<file path="src/rtl/ildd_pkg.sv">
// Shared types, codes and the 4B/5B group table of the idle-lock descrambler and decoder.
package ildd_pkg;

  localparam int unsigned LFSR_W      = 11;
  localparam int unsigned WIN_W       = 10;
  localparam int unsigned GRP_W       = 5;
  localparam int unsigned LIMIT_W     = 16;
  localparam int unsigned ICL_W       = 7;
  localparam int unsigned CFG_DATA_W  = 16;

  localparam logic [3:0]         SEED_LEN       = 4'd11;
  localparam logic [LIMIT_W-1:0] HUNT_LIMIT_RST = 16'd16384;
  localparam logic [ICL_W-1:0]   IDLE_CHECK_RST = 7'd64;
  localparam logic [WIN_W-1:0]   START_PATTERN  = 10'h311;

  localparam logic [GRP_W-1:0] GRP_J    = 5'h18;
  localparam logic [GRP_W-1:0] GRP_H    = 5'h04;
  localparam logic [GRP_W-1:0] GRP_T    = 5'h0d;
  localparam logic [GRP_W-1:0] GRP_IDLE = 5'h1f;

  // register indexes on the configuration port
  localparam logic CFG_HUNT_LIMIT = 1'b0;
  localparam logic CFG_IDLE_CHECK = 1'b1;

  typedef enum logic [1:0] {
    KIND_DATA  = 2'd0,
    KIND_END   = 2'd1,
    KIND_ERROR = 2'd2
  } kind_t;

  typedef struct packed {
    logic       skip;
    logic       high_next;
    logic [3:0] low_nibble;
  } dec_state_t;

  typedef struct packed {
    logic       valid;
    kind_t      kind;
    logic [7:0] data;
  } dec_result_t;

  function automatic logic [3:0] nibble_of_group(input logic [GRP_W-1:0] g);
    logic [3:0] n;
    case (g)
      5'h09:   n = 4'h1;
      5'h0a:   n = 4'h4;
      5'h0b:   n = 4'h5;
      5'h0e:   n = 4'h6;
      5'h0f:   n = 4'h7;
      5'h12:   n = 4'h8;
      5'h13:   n = 4'h9;
      5'h14:   n = 4'h2;
      5'h15:   n = 4'h3;
      5'h16:   n = 4'ha;
      5'h17:   n = 4'hb;
      5'h1a:   n = 4'hc;
      5'h1b:   n = 4'hd;
      5'h1c:   n = 4'he;
      5'h1d:   n = 4'hf;
      default: n = 4'h0;
    endcase
    return n;
  endfunction

endpackage

</file>
<file path="src/rtl/ildd_group_dec.sv">
// 5-bit group decoder: control groups, skip handling and low/high nibble pairing.
module ildd_group_dec
  import ildd_pkg::*;
(
  input  logic [GRP_W-1:0] group_i,
  input  dec_state_t       state_i,
  output dec_state_t       state_o,
  output dec_result_t      result_o
);

  logic [3:0] nib;

  assign nib = nibble_of_group(group_i);

  always_comb begin
    state_o  = state_i;
    result_o = '{valid: 1'b0, kind: KIND_DATA, data: 8'h00};
    if (state_i.skip) begin
      state_o.skip = 1'b0;
    end else if (group_i == GRP_J) begin
      state_o.skip = 1'b1;
    end else if (group_i == GRP_H) begin
      result_o = '{valid: 1'b1, kind: KIND_ERROR, data: 8'h00};
    end else if (group_i == GRP_T) begin
      // the R group after T is swallowed
      state_o.skip = 1'b1;
      result_o     = '{valid: 1'b1, kind: KIND_END, data: 8'h00};
    end else if (group_i != GRP_IDLE) begin
      if (!state_i.high_next) begin
        state_o.low_nibble = nib;
        state_o.high_next  = 1'b1;
      end else begin
        state_o.high_next = 1'b0;
        result_o = '{valid: 1'b1, kind: KIND_DATA, data: {nib, state_i.low_nibble}};
      end
    end
  end

endmodule

</file>
<file path="src/rtl/idle_lock_descrambler_4b5b_decoder_top.sv">
// Top level: descrambler lock hunt, J/K start search and 4B/5B decode to bytes.
//
// Input stream: one recovered line bit per transaction in in_tdata[0] (1 = MLT-3
// transition). Output stream: out_tdata holds the byte, out_tuser the kind
// (data byte, frame end on /T/, transmit error on /H/).
// The block hunts for descrambler lock by seeding the 11-bit LFSR from inverted
// line bits and then requiring idle_check_len descrambled ones; on a mismatch it
// reseeds from the newest 11 bits. Past hunt_limit it halts and swallows all bits
// until reset. After lock it searches for J/K, then decodes 5-bit groups.
// Throughput: one bit per cycle while in_tready is high; all work for a bit is done
// in the cycle it is accepted, the result is registered at that edge and shows on
// out_tvalid in the next cycle.
// The output register decouples the sides: a new bit is taken while a result
// waits, as long as out_tready is high or the register is empty. A stalled
// receiver holds one result and, once that register is full, in_tready drops.
// cfg writes (index 0 hunt_limit, 1 idle_check_len) are always ready.
// Reset (rst_n low, synchronous) returns to hunting with cleared state,
// hunt_limit 16384 and idle_check_len 64.
module idle_lock_descrambler_4b5b_decoder_top
  import ildd_pkg::*;
(
  input  logic                  clk,
  input  logic                  rst_n,
  input  logic                  in_tvalid,
  output logic                  in_tready,
  input  logic [7:0]            in_tdata,   // [0] line_bit, [7:1] zero
  output logic                  out_tvalid,
  input  logic                  out_tready,
  output logic [7:0]            out_tdata,  // [7:0] out_byte
  output logic [1:0]            out_tuser,  // [1:0] out_kind
  input  logic                  cfg_valid,
  output logic                  cfg_ready,
  input  logic                  cfg_index,
  input  logic [CFG_DATA_W-1:0] cfg_data
);

  typedef enum logic [1:0] {
    MODE_HUNT   = 2'd0,
    MODE_SEEK   = 2'd1,
    MODE_DECODE = 2'd2,
    MODE_HALT   = 2'd3
  } mode_t;

  mode_t               mode_r, mode_nxt;
  logic [LFSR_W-1:0]   lfsr_r, lfsr_nxt;
  logic [3:0]          seed_fill_r, seed_fill_nxt;
  logic [ICL_W-1:0]    idle_matches_r, idle_matches_nxt;
  logic [LIMIT_W-1:0]  bit_index_r, bit_index_nxt;
  logic [WIN_W-1:0]    start_window_r, start_window_nxt;
  logic [GRP_W-1:0]    code_shift_r, code_shift_nxt;
  logic [2:0]          code_cnt_r, code_cnt_nxt;
  dec_state_t          dec_r, dec_nxt, dec_upd;
  logic [LIMIT_W-1:0]  hunt_limit_r;
  logic [ICL_W-1:0]    idle_check_r;

  logic                out_valid_r;
  kind_t               out_kind_r;
  logic [7:0]          out_byte_r;

  logic                in_accept;
  logic                b;
  logic                key;
  logic                d;
  logic [WIN_W-1:0]    win_shift;
  logic [GRP_W-1:0]    grp_shift;
  dec_result_t         dec_res;
  logic                res_valid;

  assign in_tready = !out_valid_r || out_tready;
  assign in_accept = in_tvalid && in_tready;
  assign b         = in_tdata[0];
  assign key       = lfsr_r[8] ^ lfsr_r[10];
  assign d         = b ^ key;
  assign win_shift = {start_window_r[WIN_W-2:0], d};
  assign grp_shift = {code_shift_r[GRP_W-2:0], d};
  assign cfg_ready = 1'b1;

  ildd_group_dec u_group_dec (
    .group_i  (grp_shift),
    .state_i  (dec_r),
    .state_o  (dec_upd),
    .result_o (dec_res)
  );

  always_comb begin
    mode_nxt         = mode_r;
    lfsr_nxt         = lfsr_r;
    seed_fill_nxt    = seed_fill_r;
    idle_matches_nxt = idle_matches_r;
    bit_index_nxt    = bit_index_r;
    start_window_nxt = start_window_r;
    code_shift_nxt   = code_shift_r;
    code_cnt_nxt     = code_cnt_r;
    dec_nxt          = dec_r;
    res_valid        = 1'b0;
    if (in_accept) begin
      case (mode_r)
        MODE_HUNT: begin
          if (bit_index_r != '1) begin
            bit_index_nxt = bit_index_r + 1'b1;
          end
          if (seed_fill_r < SEED_LEN) begin
            if (hunt_limit_r == '0) begin
              mode_nxt = MODE_HALT;
            end else begin
              lfsr_nxt      = {lfsr_r[LFSR_W-2:0], ~b};
              seed_fill_nxt = seed_fill_r + 1'b1;
            end
          end else begin
            // a match leaves the shifted-in inverted bit equal to the key
            lfsr_nxt = {lfsr_r[LFSR_W-2:0], ~b};
            if (d) begin
              if (idle_matches_r != '1) begin
                idle_matches_nxt = idle_matches_r + 1'b1;
              end
              start_window_nxt = {start_window_r[WIN_W-2:0], 1'b1};
            end else begin
              idle_matches_nxt = '0;
              start_window_nxt = '0;
              if ((bit_index_r - LIMIT_W'(10)) >= hunt_limit_r) begin
                mode_nxt = MODE_HALT;
              end
            end
          end
          if (mode_nxt != MODE_HALT && seed_fill_nxt >= SEED_LEN &&
              idle_matches_nxt >= idle_check_r) begin
            mode_nxt = MODE_SEEK;
          end
        end
        MODE_SEEK: begin
          lfsr_nxt         = {lfsr_r[LFSR_W-2:0], key};
          start_window_nxt = win_shift;
          if (win_shift == START_PATTERN) begin
            mode_nxt       = MODE_DECODE;
            code_shift_nxt = '0;
            code_cnt_nxt   = '0;
          end
        end
        MODE_DECODE: begin
          lfsr_nxt       = {lfsr_r[LFSR_W-2:0], key};
          code_shift_nxt = grp_shift;
          if (code_cnt_r == 3'd4) begin
            code_cnt_nxt = '0;
            dec_nxt      = dec_upd;
            res_valid    = dec_res.valid;
          end else begin
            code_cnt_nxt = code_cnt_r + 1'b1;
          end
        end
        default: begin
        end
      endcase
    end
  end

  always_ff @(posedge clk) begin
    if (!rst_n) begin
      mode_r         <= MODE_HUNT;
      lfsr_r         <= '0;
      seed_fill_r    <= '0;
      idle_matches_r <= '0;
      bit_index_r    <= '0;
      start_window_r <= '0;
      code_shift_r   <= '0;
      code_cnt_r     <= '0;
      dec_r          <= '0;
      hunt_limit_r   <= HUNT_LIMIT_RST;
      idle_check_r   <= IDLE_CHECK_RST;
      out_valid_r    <= 1'b0;
    end else begin
      mode_r         <= mode_nxt;
      lfsr_r         <= lfsr_nxt;
      seed_fill_r    <= seed_fill_nxt;
      idle_matches_r <= idle_matches_nxt;
      bit_index_r    <= bit_index_nxt;
      start_window_r <= start_window_nxt;
      code_shift_r   <= code_shift_nxt;
      code_cnt_r     <= code_cnt_nxt;
      dec_r          <= dec_nxt;
      if (cfg_valid) begin
        case (cfg_index)
          CFG_HUNT_LIMIT: hunt_limit_r <= cfg_data[LIMIT_W-1:0];
          CFG_IDLE_CHECK: idle_check_r <= cfg_data[ICL_W-1:0];
          default: begin
          end
        endcase
      end
      if (res_valid) begin
        out_valid_r <= 1'b1;
      end else if (out_tready) begin
        out_valid_r <= 1'b0;
      end
    end
  end

  always_ff @(posedge clk) begin
    if (res_valid) begin
      out_kind_r <= dec_res.kind;
      out_byte_r <= dec_res.data;
    end
  end

  assign out_tvalid = out_valid_r;
  assign out_tdata  = out_byte_r;
  assign out_tuser  = out_kind_r;

  a_halt_sticky: assert property (@(posedge clk) disable iff (!rst_n)
    mode_r == MODE_HALT |=> mode_r == MODE_HALT)
    else $error("left halted mode without reset");

  a_result_only_decoding: assert property (@(posedge clk) disable iff (!rst_n)
    res_valid |-> mode_r == MODE_DECODE && code_cnt_r == 3'd4)
    else $error("result outside a group boundary");

  a_ctrl_byte_zero: assert property (@(posedge clk) disable iff (!rst_n)
    out_tvalid && out_tuser != KIND_DATA |-> out_tdata == 8'h00)
    else $error("control result carries nonzero byte");

  a_no_overwrite: assert property (@(posedge clk) disable iff (!rst_n)
    out_valid_r && !out_tready |-> !res_valid)
    else $error("pending result overwritten");

endmodule
</file>
<file path="config.mk">
export PLATFORM = sky130hd
export DESIGN_NAME = idle_lock_descrambler_4b5b_decoder_top
export DESIGN_NICKNAME = d
export VERILOG_FILES = /design/src/rtl/ildd_pkg.sv /design/src/rtl/ildd_group_dec.sv /design/src/rtl/idle_lock_descrambler_4b5b_decoder_top.sv
export SDC_FILE = /design/constraint.sdc
export NUM_CORES = 1
export LEC_CHECK = 0
export ABC_AREA = 1
export ABC_CLOCK_PERIOD_IN_PS = 3100
export BUFFER_PORTS_ARGS = -buffer_cell sky130_fd_sc_hd__buf_2
export CELL_PAD_IN_SITES_DETAIL_PLACEMENT = 1
export CELL_PAD_IN_SITES_GLOBAL_PLACEMENT = 2
export CORE_MARGIN = 3
export CORE_UTILIZATION = 30
export DETAILED_ROUTE_END_ITERATION = 10
export GPL_TIMING_DRIVEN = 0
export PLACE_DENSITY_LB_ADDON = 0.1
export SETUP_SLACK_MARGIN = 0.1
export SLEW_MARGIN = 20
export SYNTH_ARGS = -nofsm -noshare
export SYNTH_HDL_FRONTEND = slang
export SYNTH_SLANG_ARGS = --single-unit
</file>
<file path="constraint.sdc">
create_clock -name clk -period 3.1 [get_ports clk]
set_input_delay 0.31 -clock clk [delete_from_list [all_inputs] [get_ports clk]]
set_output_delay 0.31 -clock clk [all_outputs]
set_load 0.005 [all_outputs]
</file>
# After elaboration in Yosys (flattened, before gate mapping)
# Memories as Yosys holds them, arrays and structs flattened.
# Cells that the tools add are included.
# Widths: inputs -> output; s select.
[word_totals]
reg_bits = 96
latch_bits = 0
ram_bits = 0
rom_bits = 128
inputBits = 30
word_cells = 125
mem_count = 1
[memory_table]
columns = ["memory", "depth", "word_bits", "rd", "rd_ports_with_merged_regs", "wr", "line_no", "source"]
rows = [
  ["(no name shown)", 32, 4, 1, 0, 0, "ildd_pkg.sv:45", "case (g)"],
]
[classes]
n_addsub = 5
mul = 0
div = 0
order_cmp = 4
n_eq_ne = 14
shift = 0
muxes = 48
bitwise = 10
n_reduce_logical = 26
[ops]
columns = ["op", "count"]
rows = [
  ["$mux 11", 8],
  ["$mux 7", 5],
  ["$mux 4", 6],
  ["$pmux 11 s2", 1],
  ["$mux 9", 2],
  ["$pmux 9 s2", 1],
  ["$reduce_and 3->1", 6],
  ["$add 16x1->16 const B", 1],
  ["$ge 16x16->1", 1],
  ["$logic_not 16->1", 1],
  ["$mux 2", 8],
  ["$ne 16x16->1 const B", 1],
  ["$sub 16x4->16 const B", 1],
  ["$eq 10x10->1 const B", 1],
  ["$mux 5", 2],
  ["$mux 1", 9],
  ["$reduce_and 9->1", 1],
  ["$not 1->1", 8],
  ["$pmux 4 s2", 1],
  ["$reduce_and 8->1", 1],
  ["$reduce_bool 2->1", 4],
  ["$add 7x1->7 const B", 1],
  ["$ge 7x7->1", 1],
  ["$ne 7x7->1 const B", 1],
  ["26 further kinds", 35],
]

# Depth between registers and ports, before layout
# An unclocked memory read counts as a cell.
[logic_depth]
depth_word = 13
mapped_depth = 19
mapped_depth_nobuf = 19

# Modules after synthesis
# A second synthesis with hierarchy kept.
[hier_totals]
cells_unflattened = 767
hier_area_um2 = 5589.1
[modules_own_cells]
columns = ["mod", "instances", "cells_per_inst", "area_per_inst_um2", "seq_area_each_um2"]
rows = [
  ["idle_lock_descrambler_4b5b_decoder_top", 1, 669, 5059.9, 2021.9],
  ["ildd_group_dec", 1, 98, 529.3, 0.0],
]

# Worst setup path before layout
# No wires, ideal clock.
[synth_path]
kind = "reg2reg"
startpoint = "register bit_index_r[1]"
endpoint = "register mode_r[1]"
setup_ns = 0.119
arrival_ns = 2.631
slack_ns = 0.350
path_stages_with_launch = 20
path_buffers = 0
synth_period_minus_slack_ns = 2.750
path_cell_list = "dfxtp_1 -> inv_1 -> ha_1 -> o21ai_1 -> nor2_1 -> nand2_1 -> nor3_1 -> nand3_1 -> nor3_2 -> nand3_1 -> xor2_1 -> ha_1 -> a21oi_1 -> o21ai_0 -> a21oi_1 -> nand2_1 -> a21oi_1 -> nand3_1 -> nand2_1 -> a21oi_1"
[synth_via]
elab_chain_cells = 12
[synth_lines]
columns = ["element", "line_no", "source"]
rows = [
  ["from (decl)", "idle_lock_descrambler_4b5b_decoder_top.sv:48", "logic [LIMIT_W-1:0] bit_index_r, bit_index_nxt;"],
  ["from (signal assigned)", "idle_lock_descrambler_4b5b_decoder_top.sv:175", "bit_index_r <= bit_index_nxt;"],
  ["$sub 16x4->16 (*)", "idle_lock_descrambler_4b5b_decoder_top.sv:120", "if ((bit_index_r - LIMIT_W'(10)) >= hunt_limit_r) begin"],
  ["$ge 16x16->1 (*)", "idle_lock_descrambler_4b5b_decoder_top.sv:120", ""],
  ["$mux 2 (*)", "idle_lock_descrambler_4b5b_decoder_top.sv:120", ""],
  ["$mux 2 (*)", "idle_lock_descrambler_4b5b_decoder_top.sv:112", "if (d) begin"],
  ["$mux 2 (*)", "idle_lock_descrambler_4b5b_decoder_top.sv:102", "if (seed_fill_r < SEED_LEN) begin"],
  ["$mux 2 (*)", "idle_lock_descrambler_4b5b_decoder_top.sv:97", "case (mode_r)"],
  ["$mux 2 (*)", "idle_lock_descrambler_4b5b_decoder_top.sv:96", "if (in_accept) begin"],
  ["$ne 2x2->1", "idle_lock_descrambler_4b5b_decoder_top.sv:125", "if (mode_nxt != MODE_HALT && seed_fill_nxt >= SEED_LEN &&"],
  ["$logic_and 1x1->1 (2 in series)", "idle_lock_descrambler_4b5b_decoder_top.sv:125", ""],
  ["$mux 2 (*)", "idle_lock_descrambler_4b5b_decoder_top.sv:125", ""],
  ["$pmux 2 s2 (*)", "idle_lock_descrambler_4b5b_decoder_top.sv:97", ""],
  ["to (signal assigned)", "idle_lock_descrambler_4b5b_decoder_top.sv:171", "mode_r <= mode_nxt;"],
  ["to (decl)", "idle_lock_descrambler_4b5b_decoder_top.sv:44", "mode_t mode_r, mode_nxt;"],
]
# Every way passes the cells marked *; elsewhere a longest branch is shown, timed or not. The select of a mux whose other input is x is not followed.
# A chain may end at the register's enable or synchronous reset.

# Worst setup path after layout
[layout_path]
startpoint = "register bit_index_r[2]"
endpoint = "register mode_r[1]"
# The elaborated chain is that of the path after synthesis.

==> results_dict.tcl <==
set metrics [dict create \
    synth-xor-area-share 0.02841 \
    place_inst 958 \
    fin_nets 828 \
    grt_max_degree 15 \
    ctsHtreeMaxLevel 3 \
    dr.pass1.iters 6 \
    drt_iter0_drc 182 \
    finalClockSkew_ps 4.841 \
    synth_seq_cells 96 \
    cts.sinks 96 \
    slew-limit-headroom 0.4938 \
    cts_tree "done" \
    grt_usage 0.1522 \
    grt_pass1_wl_mm 23.85 \
    r2r.worst_path.cells 19 \
    portBuffers 34 \
    synth_compound_area_frac 0.1827 \
    startpoint_type "register" \
    grt_overflow 0 \
    initial_core_util 0.3116 \
    wl_met1_mm 7.088 \
    routedWlPerCell_um 14.73 \
    synth_top_area_cell "dfxtp_1" \
    routed.top_layer "met5" \
    met2WireLength_mm 6.868 \
    cts-root-buf "clkbuf_16" \
    max_freq_mhz 350.3 \
    slew_violations 0 \
    die_width_um 138.2 \
    cp-startpoint "bit_index_r[2]$_SDFFE_PN0P_" \
    finalCritPeriodShare 0.9210 \
    fin_util 0.3674 \
    synth_most_common_cell "inv_1" \
    synthArstFlopShare 0 \
    peakVddDrop_mv 0.2655 \
    first_global_vias 4870 \
    syn_to_final_growth_pct 17.91 \
    antenna_cells 0 \
    syn_area_per_cell_sq_um 7.443 \
    die_area_sq_um 19090 \
    timing.critical_path.cells "inv_4, ha_4, o21ai_4, nor2_2, nand2_2, nor3_4, nand3_4, nor3_4, nand3_1, xor2_1, ha_1, nand2_2, o21ai_1, a21oi_1, nand2_2, a21oi_2, nand3_1, nand2_1, a21oi_1" \
    yosysTopAreaCellShare 0.3286 \
    nFillCells 2111 \
    synth_nets 770 \
    cpMostUsedCell "nand2_2" \
    status "finished, final reports clean" \
    synth-edff-count 10 \
    setup_viol 0 \
    vias 4763 \
    worst_pin_slew_ps 759.3 \
    cts_buffers 9 \
    routed_wl_mm 14.54 \
    synth_commonest_cells "inv_1, nand2_1, dfxtp_1, a21oi_1, nor2_1" \
    ctsHoldBuffers 0 \
    ys_seq_area_frac 0.3859 \
    die_y_um 138.2 \
    muxShareOfSynthArea 0 \
    arrival_ps 3090 \
    routabilityCongestion 0.7930 \
    critPathCapture "mode_r[1]$_SDFFE_PN0P_" \
    ios 43 \
    num_rows 47 \
    worstPathRequired_ps 3330 \
    cpMaxStageDelayCell "dfxtp_4" \
    clk_latency_ps 340 \
    synthAdderAreaFrac 0.08596 \
    crit_path_end_kind "register" \
    ys_top_cells_by_area "dfxtp_1, ha_1, a21oi_1, inv_1, o21ai_0" \
    drive_gt1_frac 0.1565 \
    r2r-start "bit_index_r[2]$_SDFFE_PN0P_" \
    cp_max_fo 3 \
    drv.max_cap_violation_count 0 \
    finalHoldViolCount 0 \
    drtAntennaViolNets 0 \
    period_needed_ps 2855 \
    ys_warn_count 0 \
    dpl.hpwl_mm 11.35 \
    rsz0062_at_grt "yes" \
    cts.clk_slew.worst_paths_ps 70 \
    drc_errors 0 \
    antenna_found_initial 1 \
    synth_flop_cell "dfxtp_1" \
    core_sq_um 16820 \
    synth.distinct_cells 45 \
    syn_inst 704 \
    p_leak_nw 2.601 \
    crit_type "reg2reg" \
    synthesis.area_sq_um 5240 \
    vias_per_cell 4.826 \
    clk_path_buf_depth 2 \
    power.density_nw_per_um2 454.4 \
    slowest_delay_ps 350 \
    fin_cells 987 \
    synthSimpleGateAreaFrac 0.2223 \
    hold_class "in2reg" \
    worstReg2RegEnd "mode_r[1]$_SDFFE_PN0P_" \
    synth_top_family_by_area "simple AND/OR/NAND/NOR gates" \
    wl_met3_um 356 \
    r2r_setup_slack_ps 240 \
]
==> power by group <==
group / switching, mW / internal, mW / total [mW] / leakage (nW)
clock: 0.476 / 0.528 / 1.00 / 0.127
combinational: 0.280 / 0.160 / 0.440 / 1.67
sequential: 0.0485 / 1.31 / 1.36 / 0.808
==> per-layer routing <==
metal | track usage | vias up
met5 | 0 | -
met4 | 0.05512 | 2
met3 | 0.02348 | 17
met2 | 0.2544 | 47
met1 | 0.1998 | 2248
li1 | - | 2449
==> through the flow <==
stage                     power [mW]  instance area (sq um)  worst slack (ps)  TNS, ps  hold WS [ps]
after detailed placement       1.808                   5685            -235.5   -447.5         463.4
after CTS                      2.857                   6043             90.19        0         202.3
after floorplan                1.670                   5240             349.8        0         435.4
after global routing           2.997                   6178             23.87        0         232.9
after global placement         1.787                   5685            -197.8   -378.6         457.2
final                          2.808                   6178             245.0        0         215.8
==> worst max-delay path: cells and delay by family, from the launching register on <==
family / cells / cell delay (ps)
simple gates: 10 / 1190
compound gates: 5 / 490
fa+ha+maj: 2 / 450
flops: 1 / 350
xor+xnor: 1 / 170
buf+inv: 1 / 70
==> worst min path at each step <==
stage | from | end | depth (start not counted)
floorplan | idle_check_r[1]$_SDFFE_PN0P_ | idle_check_r[1]$_SDFFE_PN0P_ | 2
global placement | lfsr_r[1]$_SDFFE_PN0P_ | lfsr_r[1]$_SDFFE_PN0P_ | 2
detailed placement | dec_r[0]$_SDFFE_PN0P_ | dec_r[0]$_SDFFE_PN0P_ | 2
global route | cfg_data[6] | idle_check_r[6]$_SDFFE_PN1P_ | 3
CTS | cfg_data[6] | idle_check_r[6]$_SDFFE_PN1P_ | 3
finish | cfg_data[6] | idle_check_r[6]$_SDFFE_PN1P_ | 3
==> area by class of cell <==
type,count,area [sq um],area share
inverters,108,416.7,0.06744
repair buffers,47,267.8,0.04334
plain buffers,19,85.08,0.01377
well taps,220,275.3,0.04455
multi-input cells,481,2851,0.4615
flip-flops and latches,96,2028,0.3283
clock buffers,9,225.2,0.03645
clock inverters,7,28.78,0.004658
==> logic make-up (layout without fill, tap and decap cells) <==
group                      after synthesis  after routing
AOI/OAI and AO/OA                      178            178
other                                    1              1
and+or+nand+nor                        249            249
buffers and inverters                  127            190
xor gates and xnor gates                17             17
adders and majority gates               36             36
DFF                                     96             96
==> sequential cells by signal, summed over array words and instances, names as in the netlist <==
name,cells
hunt_limit_r,16
out_tdata,8
dec_r,6
bit_index_r,16
start_window_r,9
out_tuser,2
out_tvalid,1
mode_r,2
seed_fill_r,4
code_shift_r,4
idle_matches_r,7
lfsr_r,11
idle_check_r,7
code_cnt_r,3
==> layout by cell type (no fill, tap or decap), drive strengths merged, types with 2 or more instances in the layout <==
master and n:
ha 36, or2 4, xor2 15, nand2 94, a211oi 12, o211ai 4
a31oi 2, dfxtp 86, inv 106, nand3 33, nor3 15, xnor2 2
buf 51, a21oi 82, o21a 2, clkbuf 24, o31ai 2, o21ai 71
nor2 85, edfxtp 10, clkinv 8, nand4 13, nor4 2
==> what timing repair did <==
action | in CTS | in global routing
endpoints found under the setup margin | 2 | 2
buffers inserted | 7 | 6
resized for setup | 17 | 20
pin swaps | 9 | 9
gates cloned | 0 | 0
Note: power is estimated with default switching activity, not from simulation.
